`src/hw/rtl/ptpp_pkg.sv`:
```
package ptpp_pkg;

	localparam int MAX_VERTICES_DEF = 64;

	localparam int OP_W     = 2;
	localparam int COORD_W  = 24;
	localparam int DIFF_W   = COORD_W + 1;
	localparam int DIST_W   = 25;
	localparam int PROG_W   = 32;
	localparam int RATIO_W  = 24;
	localparam int LEN2_W   = 50;
	localparam int DOT_W    = 51;
	localparam int MUL_W    = 26;
	localparam int PROD_W   = 2 * MUL_W;
	localparam int D2_W     = 64;
	localparam int ROOT_W   = 32;
	localparam int SEGLEN_W = 25;
	localparam int MAG_W    = 34;
	localparam int HALF_W   = 17;
	localparam int FRAC_W   = 16;
	localparam int CNT_W    = 6;

	localparam logic [OP_W-1:0] OP_CLEAR  = 2'd0;
	localparam logic [OP_W-1:0] OP_APPEND = 2'd1;
	localparam logic [OP_W-1:0] OP_QUERY  = 2'd2;

	localparam logic [RATIO_W-1:0] RATIO_ONE = 24'h010000;
	localparam logic [RATIO_W-1:0] RATIO_MAX = 24'hFFFFFF;
	localparam logic [DIST_W-1:0]  DIST_MAX  = '1;
	localparam logic [PROG_W-1:0]  PROG_MAX  = '1;

	typedef struct packed {
		logic start;
		logic sqrt;
	} iter_ctl_t;

endpackage

```
`src/hw/rtl/ptpp_mul.sv`:
```
module ptpp_mul import ptpp_pkg::*; (
	input  logic                     clk,
	input  logic signed [MUL_W-1:0]  a,
	input  logic signed [MUL_W-1:0]  b,
	output logic signed [PROD_W-1:0] p_q
);

	always_ff @(posedge clk) begin
		p_q <= a * b;
	end

endmodule

```
`config.mk`:
```
export PLATFORM = sky130hd
export DESIGN_NAME = ptpp_mul
export DESIGN_NICKNAME = d
export VERILOG_FILES = /design/src/hw/rtl/ptpp_pkg.sv /design/src/hw/rtl/ptpp_mul.sv
export SDC_FILE = /design/constraint.sdc
export NUM_CORES = 2
export LEC_CHECK = 0
export BUFFER_PORTS_ARGS = -buffer_cell sky130_fd_sc_hd__buf_2
export CORE_UTILIZATION = 40
export CTS_CLUSTER_SIZE = 25
export DETAILED_ROUTE_END_ITERATION = 10
export GPL_TIMING_DRIVEN = 0
export PLACE_DENSITY = 0.66
export SYNTH_ARGS = -nofsm -noshare
export SYNTH_HDL_FRONTEND = slang
export SYNTH_SLANG_ARGS = --single-unit
```
`constraint.sdc`:
```
create_clock -name clk -period 10.75 [get_ports clk]
set_input_delay 2.15 -clock clk [delete_from_list [all_inputs] [get_ports clk]]
set_output_delay 2.15 -clock clk [all_outputs]
set_load 0.005 [all_outputs]
```
==> qor.yml <==
die-height_um: 255
drt_first_iter_violations: 1233
largest_reg_flops: 52
yosysWarnings: 0
holdPathStages: 2
top_register: "p_q"
gr-total-overflow: 0
hp-class: "in2reg"
worstPathRequired_ns: 10.94
yosysUniqueCellTypes: 54
rsz0062_at_grt: "no"
htreeDepth: 2
regArea_um2: 1040
fin_crit_sh_pct: 92.5
synth_top_family_by_area: "adder cells"
clk_pin_slew_ns: 0.08
dp_slack_ns: 0.406
finalMaxSlewViolations: 0
dr.pass1.iters: 8
ctsHoldBuffers: 0
die_area_um2: 65100
synth-simple-area-share_pct: 14.6
globalplace.congestion: 0.992
fill_cells: 6193
ioPinCount: 105
netlist_area_um2: 25600
timing.hold.ws_ns: 2.17
worstPathCellList: "buf_2 -> clkbuf_1 -> nand2_1 -> inv_1 -> fa_1 -> fa_1 -> fa_1 -> inv_1 -> fa_1 -> inv_1 -> fa_1 -> inv_1 -> fa_1 -> inv_1 -> ha_1 -> nand2_1 -> o21ai_0 -> nor2_1 -> o21ai_0 -> a221oi_1 -> a211oi_1 -> nor3_1 -> nand4bb_1"
viasPerCell: 5.07
critical-path-top-delay-family: "adder cells"
seq_area_frac_synth_pct: 4.06
vias: 18878
crit_arrival_ns: 10.13
synthFlopType: "dfxtp_1"
synth_xor_area_share_pct: 1.95
slew_headroom_pct: 34.1
setup_ws_ns: 0.809
clock-sinks: 52
slowest_delay_ns: 1.02
routed_wire_length_per_instance_um: 20.0
critPathSlowestCell: "fa_1"
fp.dieW_um: 255
cp_max_fo: 11
synth_seq_cells: 52
fmax_ghz: 0.101
synthCells: 2763
min_period_ns: 9.94
critical_path_buf_inv_count: 7
core_region_area_um2: 63200
synth_compound_area_share_pct: 4.17
cp-end-kind: "flop"
synth-edff-count: 0
wirelength_um: 74600
critPathLaunchType: "primary input"
critical_path_depth: 23
io_buffers: 95
synthAdderAreaFrac_pct: 62.6
cts_resized: 0
synth_fp_nets: 3672
grt_max_degree: 20
cts_setup_buffers: 0
max_slew.worst_pin.slew_ns: 0.985
start_util_pct: 40.5
numCtsBuffers: 5
multi_input_area_um2: 21300
synth.avg_cell_area_um2: 9.27
status: "complete, no violations"
grt_pass1_wl_um: 115000
dp_hpwl_um: 65800
num_rows: 92
path_class: "in2reg"
cts_root_buf: "clkbuf_16"
clk_path_buf_depth: 2
synthMuxAreaShare_pct: 0
async_reset_ff_share_pct: 0
remaining_drc_errors: 0
setup_viol_count_final: 0
syn2layout_area_growth_pct: 6.67
fin_nets: 3774
cts_tree: "yes"
reg_top3: "p_q: 52 flops"
hold_viol_final: 0
grt_pass1_vias: 20122
cp_common_cell: "fa_1"
max-cap-violations: 0
antenna_found_initial: 6
tns_ns: 0
grt_usage_pct: 24.1
drtAntennaViolNets: 0
drive_gt1_share_pct: 4.22
[metrics by stage]
stage               cells  utilization [%]  instance area, um2
floorplan            2763                -               25600
global placement     3704             43.0               27200
detailed placement   3704             43.0               27200
CTS                  3712             43.2               27300
global route         3712             43.2               27300
finish               3720             43.2               27300
[placed cells by master (no fill, tap or decap), types with 18 or more instances in the layout]
cell type  netlist  final
inv_1          737    737
ha_1           146    146
buf_2            1     96
dfxtp_1         52     52
a21oi_1         55     55
clkbuf_1       122    122
o21ai_0         25     25
fa_1           710    710
a21o_1          18     18
nor2_1          50     50
xnor2_1         46     46
and2_1         281    281
nand2_1        398    398
[per-layer routing]
layer / up-vias / wire length (um) / GRT usage (%) / share of wire (%)
li1: 8089 / - / - / -
met3: 145 / 6840 / 4.84 / 9.2
met4: 2 / 3110 / 9.19 / 4.2
met2: 805 / 36300 / 40.3 / 49
met5: - / 12 / 0 / 0.016
met1: 9837 / 28300 / 30.6 / 38
[worst paths after layout]
check | start | to | slack (ns)
hold / removal | b[0] | p_q[0] | 2.17
setup / recovery | a[25] | p_q[51] | 0.81
[kinds of logic after synthesis]
group	after synthesis
AO/OA/AOI/OAI	160
XOR/XNOR	57
adder cells (fa/ha/maj)	856
buffers and inverters	860
flip-flops	52
AND/OR/NAND/NOR	778
[cell type report]
cell class                 instances  area share [%]
sequential                        52            3.81
tap                              846            3.87
multi-input combinational       1851            78.1
timing repair buffer              95            1.74
clock inverter                     3           0.105
buffer                           123            1.69
inverter                         737            10.1
clock buffer                       5           0.458
antenna                            8          0.0733
[Yosys cell counts, types with 3 or more instances]
master	count	area share, %
nand2b_1	7	0.17
clkbuf_1	122	1.8
or4_1	3	0.088
o21a_1	4	0.12
and2_1	281	6.9
nor3_1	4	0.078
or2_2	3	0.073
xor2_1	11	0.38
nand3_1	11	0.21
o21ai_0	25	0.49
nor2_1	50	0.73
o211ai_1	7	0.21
a21o_1	18	0.53
o2111ai_1	3	0.10
fa_1	710	55
nand4_1	11	0.27
or3_1	3	0.073
xnor2_1	46	1.6
a211oi_1	8	0.23
nand2_1	398	5.8
inv_1	737	11
ha_1	146	7.1
a31oi_1	4	0.098
o21bai_1	8	0.23
dfxtp_1	52	4.1
a21oi_1	55	1.1
Power is not shown: default switching activity piles up to over one toggle a cycle in this logic, so the estimate is an artifact.
