`src/hw/rtl/ptpp_pkg.sv`:
```
package ptpp_pkg;

	localparam int MAX_VERTICES_DEF = 64;

	localparam int OP_W     = 2;
	localparam int COORD_W  = 24;
	localparam int DIFF_W   = COORD_W + 1;
	localparam int DIST_W   = 25;
	localparam int PROG_W   = 32;
	localparam int RATIO_W  = 24;
	localparam int LEN2_W   = 50;
	localparam int DOT_W    = 51;
	localparam int MUL_W    = 26;
	localparam int PROD_W   = 2 * MUL_W;
	localparam int D2_W     = 64;
	localparam int ROOT_W   = 32;
	localparam int SEGLEN_W = 25;
	localparam int MAG_W    = 34;
	localparam int HALF_W   = 17;
	localparam int FRAC_W   = 16;
	localparam int CNT_W    = 6;

	localparam logic [OP_W-1:0] OP_CLEAR  = 2'd0;
	localparam logic [OP_W-1:0] OP_APPEND = 2'd1;
	localparam logic [OP_W-1:0] OP_QUERY  = 2'd2;

	localparam logic [RATIO_W-1:0] RATIO_ONE = 24'h010000;
	localparam logic [RATIO_W-1:0] RATIO_MAX = 24'hFFFFFF;
	localparam logic [DIST_W-1:0]  DIST_MAX  = '1;
	localparam logic [PROG_W-1:0]  PROG_MAX  = '1;

	typedef struct packed {
		logic start;
		logic sqrt;
	} iter_ctl_t;

endpackage

```
`src/hw/rtl/ptpp_vstore.sv`:
```
module ptpp_vstore import ptpp_pkg::*; #(
	parameter int MAX_VERTICES = MAX_VERTICES_DEF,
	parameter int AW           = 6
) (
	input  logic                      clk,
	input  logic                      we,
	input  logic [AW-1:0]             waddr,
	input  logic signed [COORD_W-1:0] wx,
	input  logic signed [COORD_W-1:0] wy,
	input  logic [AW-1:0]             raddr,
	output logic signed [COORD_W-1:0] rx_q,
	output logic signed [COORD_W-1:0] ry_q
);

	logic [2*COORD_W-1:0] mem [MAX_VERTICES];

	always_ff @(posedge clk) begin
		if (we) begin
			mem[waddr] <= {wx, wy};
		end
		{rx_q, ry_q} <= mem[raddr];
	end

endmodule

```
`config.mk`:
```
export PLATFORM = sky130hd
export DESIGN_NAME = ptpp_vstore
export DESIGN_NICKNAME = d
export VERILOG_FILES = /design/src/hw/rtl/ptpp_pkg.sv /design/src/hw/rtl/ptpp_vstore.sv
export SDC_FILE = /design/constraint.sdc
export NUM_CORES = 2
export LEC_CHECK = 0
export ABC_AREA = 1
export BUFFER_PORTS_ARGS = -buffer_cell sky130_fd_sc_hd__clkbuf_2
export CELL_PAD_IN_SITES_DETAIL_PLACEMENT = 0
export CELL_PAD_IN_SITES_GLOBAL_PLACEMENT = 2
export CORE_MARGIN = 2
export CORE_UTILIZATION = 48
export DETAILED_ROUTE_END_ITERATION = 16
export PLACE_DENSITY_LB_ADDON = 0.1
export SYNTH_ARGS = -nofsm -noshare
export SYNTH_HDL_FRONTEND = slang
export SYNTH_SLANG_ARGS = --single-unit
```
`constraint.sdc`:
```
create_clock -name clk -period 11.7 [get_ports clk]
set_input_delay 1.755 -clock clk [delete_from_list [all_inputs] [get_ports clk]]
set_output_delay 1.755 -clock clk [all_outputs]
set_load 0.01 [all_outputs]
```
==> metrics.txt <==
post-detailed-route count of antenna-violating nets=0; Detailed Place HPWL=204000 um; CP Class=input pin to flop; hold_buf cts=0; Worst Clk Skew=27.2 ps; Mapped Area=124000 um2; Lkg Pwr=48.4 nW; H-tree depth=5; Initial Util=48.3%; final std cells w/o fill=13740; final count of pins violating max slew=0; Seq. cell area=93200 um2; startpoint types=input pin; Clk pwr share=42.4%; maxcap violations=0; drt pass-1 iters=6; initial antenna violation count=40; Finished Core Util=53.6%; Yosys reg bits=3120; vias in the first global route=77598; final layout net count=10158; grt ovf=0; post-route setup TNS=0 ps; Required @ worst endpoint=12610 ps; CP Capture Point=ry_q[1]; total CTS buffers=340; Cell variety after synth=18; Final Cell Area=138000 um2; Clock Pin Slew Worst Setup and Hold Paths=60 ps; vias=82320; layout cell share with drive strength beyond 1=8.08%; Pwr per Cell Area=173 nW/um2; Switching Share=22.5%; final setup margin=6380 ps; full die area=263000 um2; slew margin rel.=14.3%; final wirelength=425000 um; status=completed; DP Cell Count=13138; syn nets=10170; # fillers=21663; Root Buffer=clkbuf_16; Tcrit/Tclk final=45.5%; later-pin clock latency in the skew report=960 ps; final setup fails=0; Worst Tran Pin Value=1290 ps; R2R depth=8; GP Congestion=0.793; syn avg cell area=12.3 um2; share of total power in combinational logic=5.7%; Final Power=23.9 mW; Internal=18.5 mW; postcts setup bufs=0; P_sw=5.39 mW; worst reg-to-reg setup slack=9970 ps; Multi-input gate area=27700 um2; Cell Rows=186; Layout area overhead=11.0%; gr usage total=32.0%; RSZ-0062 raised after global routing=false; min cycle time layout=5320 ps; post-CTS resize count=0; largest net degree at the start of global routing=209; hold crit path type=flop to flop; Flop pwr share=52.0%; worst vdd ir=0.142 mV; Crit. End Element=flop; sequential area share after synthesis=75.0%; crit path launch=raddr[0]; CP Max Fanout=182; FMAX=0.188 GHz; CTS tree=done; Place WS=5500 ps; Longest Clk Path Bufs=4; drt via density=5.99; Hold Vio Cnt, Final=0; DR WL/cell=30.9 um; Die W=513 um; Core ar.=257000 um2; DRC=0; synth warn=0; die height=513 um; Syn Inst Count=10108; clk sinks=3120; starting DRC count in detailed routing=10515; reg-to-reg endpoint=ry_q[18]; Hold WS=794 ps; placed instance area=128000 um2; number of I/O port buffers=109; Crit path arrival time=6230 ps; RR Startpoint=mem[25][18]; IO Pins=110; first-pass GRT wire length=596000 um
critical path, stage by stage:
cell	delay, ps
buf_8	560
buf_12	600
buf_4	700
buf_4	600
buf_12	630
nand2_1	110
nand3_1	130
nand3_1	100
nand3_1	150
nand3_1	100
nand2_1	130
nand2_1	90
nand2_1	90
per-layer routing:
layer	vias to the layer above	track usage, %	part of all wire, %
li1	36009	-	-
met1	41802	44.7	41
met2	3767	51.1	47
met3	738	5.05	7.9
met4	4	11.4	3.8
met5	-	0	0.0064
cell usage after synthesis:
cell	number	area, um2
nand2_1	3372	12700
inv_1	8	30.0
clkbuf_1	115	432
buf_8	6	90.1
buf_6	68	766
nand3_1	2857	14300
buf_2	367	1840
edfxtp_1	3072	92200
nand4_1	9	56.3
dfxtp_1	48	961
inv_4	1	6.26
buf_1	59	221
inv_2	1	3.75
buf_12	1	20.0
clkinv_1	2	7.51
buf_4	58	435
nor2_1	56	210
nor4_1	8	50.1
how the worst min path moves through the flow:
stage	from	cells after the start	slack (ps)	to
after floorplan	mem[52][34]	8	720	rx_q[10]
after global placement	mem[14][10]	8	780	ry_q[10]
after detailed placement	mem[38][46]	8	780	rx_q[22]
after CTS	mem[56][47]	8	800	rx_q[23]
after global routing	mem[10][43]	8	880	rx_q[19]
final	mem[56][47]	8	790	rx_q[23]
sequential cells by signal (all words and copies together) (netlist names):
register / flops
mem: 3072
rx_q: 24
ry_q: 24
cell type report:
| class | instances | share of cell area (%) |
|---|---|---|
| Tap cell | 3384 | 3.07 |
| Clock buffer | 449 | 6.69 |
| Sequential cell | 3120 | 67.6 |
| Inverter | 12 | 0.0680 |
| Clock inverter | 141 | 0.776 |
| Antenna cell | 12 | 0.0218 |
| Multi-Input combinational cell | 6302 | 20.1 |
| Timing Repair Buffer | 320 | 1.70 |
power by group through the flow:
stage | registers, mW | logic (mW) | clock network [mW]
finish | 12.4 | 1.35 | 10.1
global route | 12.4 | 1.47 | 10.7
CTS | 12.4 | 1.35 | 10.3
detailed placement | 12.7 | 1.34 | 0
global placement | 12.7 | 1.34 | 0
floorplan | 12.6 | 0.774 | 0
logic make-up after synthesis:
logic type | count (synthesis) | synth area share [%]
flops | 3120 | 75.0
buf+inv | 686 | 3.10
simple gates | 6302 | 21.9
layout by cell type (no fill, tap or decap), drive strengths merged, types with 15 or more instances in the layout:
| cell | synthesis | final |
|---|---|---|
| inv | 10 | 21 |
| buf | 559 | 216 |
| edfxtp | 3072 | 3072 |
| bufinv | 0 | 15 |
| nand3 | 2857 | 2857 |
| clkbuf | 115 | 553 |
| nor2 | 56 | 56 |
| dfxtp | 48 | 48 |
| nand2 | 3372 | 3372 |
| clkinv | 2 | 114 |
Note: power is estimated with default switching activity, not from simulation.
