`config.mk`:
```
export PLATFORM = sky130hd
export DESIGN_NAME = ptpp_iter
export DESIGN_NICKNAME = d
export VERILOG_FILES = /design/src/hw/rtl/ptpp_pkg.sv /design/src/hw/rtl/ptpp_iter.sv
export SDC_FILE = /design/constraint.sdc
export NUM_CORES = 1
export LEC_CHECK = 0
export BUFFER_PORTS_ARGS = -buffer_cell sky130_fd_sc_hd__buf_2
export CELL_PAD_IN_SITES_DETAIL_PLACEMENT = 2
export CELL_PAD_IN_SITES_GLOBAL_PLACEMENT = 2
export CORE_AREA = 2 2 124 246
export DETAILED_ROUTE_END_ITERATION = 7
export DIE_AREA = 0 0 126 248
export PLACE_DENSITY_LB_ADDON = 0.1
export SLEW_MARGIN = 15
export SYNTH_ARGS = -nofsm -noshare
export SYNTH_HDL_FRONTEND = slang
export SYNTH_SLANG_ARGS = --single-unit
```
`constraint.sdc`:
```
create_clock -name clk -period 13 [get_ports clk]
set_input_delay 3.9 -clock clk [delete_from_list [all_inputs] [get_ports clk]]
set_output_delay 3.9 -clock clk [all_outputs]
set_load 0.005 [all_outputs]
```
`src/hw/rtl/ptpp_pkg.sv`:
```
package ptpp_pkg;

	localparam int MAX_VERTICES_DEF = 64;

	localparam int OP_W     = 2;
	localparam int COORD_W  = 24;
	localparam int DIFF_W   = COORD_W + 1;
	localparam int DIST_W   = 25;
	localparam int PROG_W   = 32;
	localparam int RATIO_W  = 24;
	localparam int LEN2_W   = 50;
	localparam int DOT_W    = 51;
	localparam int MUL_W    = 26;
	localparam int PROD_W   = 2 * MUL_W;
	localparam int D2_W     = 64;
	localparam int ROOT_W   = 32;
	localparam int SEGLEN_W = 25;
	localparam int MAG_W    = 34;
	localparam int HALF_W   = 17;
	localparam int FRAC_W   = 16;
	localparam int CNT_W    = 6;

	localparam logic [OP_W-1:0] OP_CLEAR  = 2'd0;
	localparam logic [OP_W-1:0] OP_APPEND = 2'd1;
	localparam logic [OP_W-1:0] OP_QUERY  = 2'd2;

	localparam logic [RATIO_W-1:0] RATIO_ONE = 24'h010000;
	localparam logic [RATIO_W-1:0] RATIO_MAX = 24'hFFFFFF;
	localparam logic [DIST_W-1:0]  DIST_MAX  = '1;
	localparam logic [PROG_W-1:0]  PROG_MAX  = '1;

	typedef struct packed {
		logic start;
		logic sqrt;
	} iter_ctl_t;

endpackage

```
`src/hw/rtl/ptpp_iter.sv`:
```
module ptpp_iter import ptpp_pkg::*; (
	input  logic              clk,
	input  logic              arst_n,
	input  iter_ctl_t         ctl,
	input  logic [D2_W-1:0]   opnd,
	input  logic [LEN2_W-1:0] divisor,
	output logic              run,
	output logic [ROOT_W-1:0] res
);

	logic [LEN2_W-1:0] rem_q;
	logic [D2_W-1:0]   sh_q;
	logic [ROOT_W-1:0] res_q;
	logic [CNT_W-1:0]  cnt_q;
	logic              sq_q;
	logic [LEN2_W:0]   a;
	logic [LEN2_W-1:0] b;
	logic [LEN2_W+1:0] diff;
	logic              ge;

	always_comb begin
		if (sq_q) begin
			a = {15'b0, rem_q[MAG_W-1:0], sh_q[D2_W-1 -: 2]};
			b = {16'b0, res_q, 2'b01};
		end else begin
			a = {rem_q, sh_q[D2_W-1]};
			b = divisor;
		end
		diff = {1'b0, a} - {2'b0, b};
		ge   = !diff[LEN2_W+1];
	end

	always_ff @(posedge clk or negedge arst_n) begin
		if (!arst_n) begin
			cnt_q <= '0;
			sq_q  <= 1'b0;
		end else if (ctl.start) begin
			sq_q <= ctl.sqrt;
			if (ctl.sqrt) begin
				cnt_q <= CNT_W'(ROOT_W);
			end else begin
				cnt_q <= CNT_W'(RATIO_W);
			end
		end else if (cnt_q != '0) begin
			cnt_q <= cnt_q - CNT_W'(1);
		end
	end

	always_ff @(posedge clk) begin
		if (ctl.start) begin
			res_q <= '0;
			if (ctl.sqrt) begin
				rem_q <= '0;
				sh_q  <= opnd;
			end else begin
				rem_q <= opnd[LEN2_W+7:8];
				sh_q  <= {opnd[7:0], 56'b0};
			end
		end else if (cnt_q != '0) begin
			rem_q <= ge ? diff[LEN2_W-1:0] : a[LEN2_W-1:0];
			sh_q  <= sq_q ? (sh_q << 2) : (sh_q << 1);
			res_q <= {res_q[ROOT_W-2:0], ge};
		end
	end

	assign run = (cnt_q != '0);
	assign res = res_q;

endmodule

```
==> out/qor.csv <==
stage;metric;value;unit
power_and_ir_drop;p_switching;1.27;mW
route;totalWireLength;41.5;mm
floorplan;io_pins;151;
clock_network;cts_buffers;17;
power_and_ir_drop;power.internal;1.55;mW
clock_network;cts-root-buf;clkbuf_16;
synthesis;syn_area;0.0113;sq mm
route;vias_per_cell;5.81;
flow_run;cap_violations;0;
sta;worst_slew_pin_slew;1110;ps
place;io_buffers;150;
power_and_ir_drop;pwr-share-seq;26.3;%
clock_network;clk-insertion-delay-late;460;ps
sta;finalCriticalPeriod;7340;ps
clock_network;cts_tree;built;
worst_setup_path;critPathCaptureType;flip-flop;
worst_setup_path;crit_type;in2reg;
grt;grt_usage;26.6;%
cells_and_area;area_growth_syn_to_layout;13.3;%
worst_setup_path;cp_max_fo;43;
sta;slew_viol_final;0;
sta;skew;14.6;ps
route;dr.pass1.iters;4;
power_and_ir_drop;p_comb_share;55.7;%
synthesis;synthFlopType;edfxtp_1;
floorplan;rows;89;
grt;overflow;0;
clock_network;cts_buffer_depth;2;
synthesis;yosys.cell_types.count;79;
worst_setup_path;required;13150;ps
worst_setup_path;slowest_delay;610;ps
cells_and_area;layout-drive-gt1-share;18.9;%
synthesis;synth_nets;1408;
power_and_ir_drop;total_power;2.82;mW
synthesis;ys_seq_elements;153;
synthesis;seq_area_frac_synth;37.7;%
place;dp_hpwl;31.6;mm
synthesis;netlist_top_cells_count;206 x nand2_1, 132 x mux2i_1, 114 x edfxtp_1, 114 x o21ai_0, 112 x a21oi_1;
floorplan;die_h;248;um
floorplan;core_area;0.0294;sq mm
sta;setup_viol;0;
cells_and_area;seqCellArea;0.00424;sq mm
cells_and_area;multiInputGateArea;0.00660;sq mm
run_status;status;finished, final reports clean;
grt;grt_pass1_wl;62.8;mm
route;drt_iter0_markers;431;
clock_network;cts_sinks;153;
sta;clock.fmax;136;MHz
power_and_ir_drop;leakagePower;5.35;nW
clock_network;postCtsSetupBuffers;0;
synthesis;yosysWarningCount;0;
cells_and_area;fill_cells;3318;
clock_network;htree_levels;4;
place;place_congestion;0.851;
cells_and_area;finalNetCount;1503;
floorplan;die_w;126;um
synthesis;avgSynthCellArea;9.09;sq um
sta;finalCritPeriodShare;56.5;%
sta;finalHoldViolations;0;
worst_setup_path;arrival;7490;ps
power_and_ir_drop;p_per_area;221;mW/mm^2
synthesis;async_flop_share;4.58;%
clock_network;hold_buffers;0;
synthesis;post-synth-top-area-fraction;30.4;%
worst_setup_path;start_kind;input pin;
sta;relSlewSlack;25.9;%
synthesis;synth_area_leaders;edfxtp_1 30%, mux2i_1 12%, nand2_1 6.9%;
route;drc;0;
hold_path;hold_path_class;reg2reg;
power_and_ir_drop;swShare;45.0;%
route;wl_per_cell;24.3;um
grt;grt_max_degree;103;
power_and_ir_drop;power_frac_clock;18.0;%
synthesis;yosysTopAreaCell;edfxtp_1;
floorplan;start_util;38.3;%
sta;final.setup.tns;0;ps
clock_network;cts.repair.resized;0;
worst_setup_path;crit_chain;buf_2 -> or2_2 -> ha_1 -> and2b_2 -> o2111ai_1 -> a21boi_2 -> a21oi_2 -> o31a_1 -> or3b_4 -> a21bo_4 -> nand2_4 -> mux2i_1 -> o21ai_0;
synthesis;synth.most_common_cell;nand2_1;
route;vias;9938;
synthesis;postSynthCellCount;1238;
grt;antenna_found_initial;0;
grt;grt_pass1_vias;10968;
route;drtAntennaViolNets;0;
sta;hold_slack;489;ps
synthesis;synth_edf_count;114;
clock_network;clkTransAtPathRegs;70;ps
power_and_ir_drop;ir_drop;0.000113;V
sta;rsz0062_at_grt;false;
floorplan;die-area;0.0312;sq mm
cells_and_area;antenna_cells;0;
worst_setup_path;slowest_stage;nand2_4;
[registers in the layout (all words and copies together), names as in the netlist]
register and flops:
sh_q 64, rem_q 50, res 32, cnt_q 6
sq_q 1
[worst paths after layout]
| kind | from | to | slack [ps] | cells after the start |
|---|---|---|---|---|
| max | divisor[0] | rem_q[3]$_DFFE_PP_ | 5660 | 13 |
| min | res[11]$_SDFFE_PP0P_ | res[11]$_SDFFE_PP0P_ | 490 | 2 |
| max reg2reg | sq_q$_DFFE_PN0P_ | rem_q[3]$_DFFE_PP_ | 7560 | 10 |
| min reg2reg | res[11]$_SDFFE_PP0P_ | res[11]$_SDFFE_PP0P_ | 490 | 2 |
| max in group asynchronous | arst_n | sq_q$_DFFE_PN0P_ | 9500 | 1 |
| min in group asynchronous | arst_n | sq_q$_DFFE_PN0P_ | 3280 | 1 |
[power by group through the flow]
| stage | sequential (mW) | combinational, mW | clock (mW) |
|---|---|---|---|
| floorplan | 0.715 | 1.15 | 0 |
| global placement | 0.742 | 1.51 | 0 |
| detailed placement | 0.749 | 1.56 | 0 |
| CTS | 0.740 | 1.58 | 0.517 |
| global route | 0.753 | 1.72 | 0.530 |
| finish | 0.740 | 1.57 | 0.507 |
[layer usage]
| metal | up-vias | global-route usage [%] | share of wire (%) |
|---|---|---|---|
| li1 | 4689 | - | - |
| met1 | 4949 | 23.9 | 33 |
| met2 | 200 | 53.5 | 58 |
| met3 | 100 | 3.02 | 1.9 |
| met4 | 0 | 18.7 | 7.4 |
| met5 | - | 0 | 0 |
[area by class of cell]
| cell class | count | share of cell area [%] |
|---|---|---|
| tap | 364 | 3.57 |
| clock inverter | 15 | 1.21 |
| inverter | 17 | 0.500 |
| multi-input combinational | 985 | 51.7 |
| clock buffer | 17 | 3.33 |
| timing repair buffer | 159 | 6.43 |
| sequential | 153 | 33.3 |
[critical path: cells and delay by family]
family,cells,cell delay [ps]
adders and majority gates,1,230
buffers and inverters,1,90
AOI/OAI and AO/OA,6,1340
muxes,1,280
and+or+nand+nor,4,1590
[through the flow]
stage	instances	cell area, sq um	utilization (%)	setup slack, ps
2_1_floorplan	1238	11300	-	5470
3_3_place_gp	1678	12200	41.4	5350
3_5_place_dp	1678	12200	41.4	5260
4_1_cts	1710	12800	43.4	5680
5_1_grt	1710	12800	43.4	5490
6_report	1710	12800	43.4	5660
[cells in the final DEF (no fill, tap or decap), types with 5 or more instances in the layout]
cell,count
a21o_1,16
nand4_1,15
dfrtp_1,6
nor2_1,43
or2_2,6
o21ai_0,114
a211oi_1,12
a31oi_1,10
a21oi_1,112
o21bai_1,12
mux2_2,34
inv_1,17
buf_4,10
nand2b_1,21
xnor2_1,27
xor2_1,19
inv_8,5
o21a_1,10
nand3_1,8
ha_1,51
mux2i_1,132
o21ai_1,9
buf_2,149
dfxtp_1,32
clkbuf_16,17
edfxtp_1,114
nor2b_1,33
nand2_1,205
nor3_1,12
[cells by family (layout without fill, tap and decap cells)]
logic type / Yosys count / after routing / share of synthesized area (%)
compound gates: 347 / 347 / 18.6
xor+xnor: 46 / 46 / 3.58
flops: 153 / 153 / 37.7
mux: 166 / 166 / 15.1
simple gates: 374 / 374 / 15.2
buf+inv: 100 / 208 / 3.92
fa+ha+maj: 52 / 52 / 5.85
No activity file was read; power rests on OpenSTA's default activity.
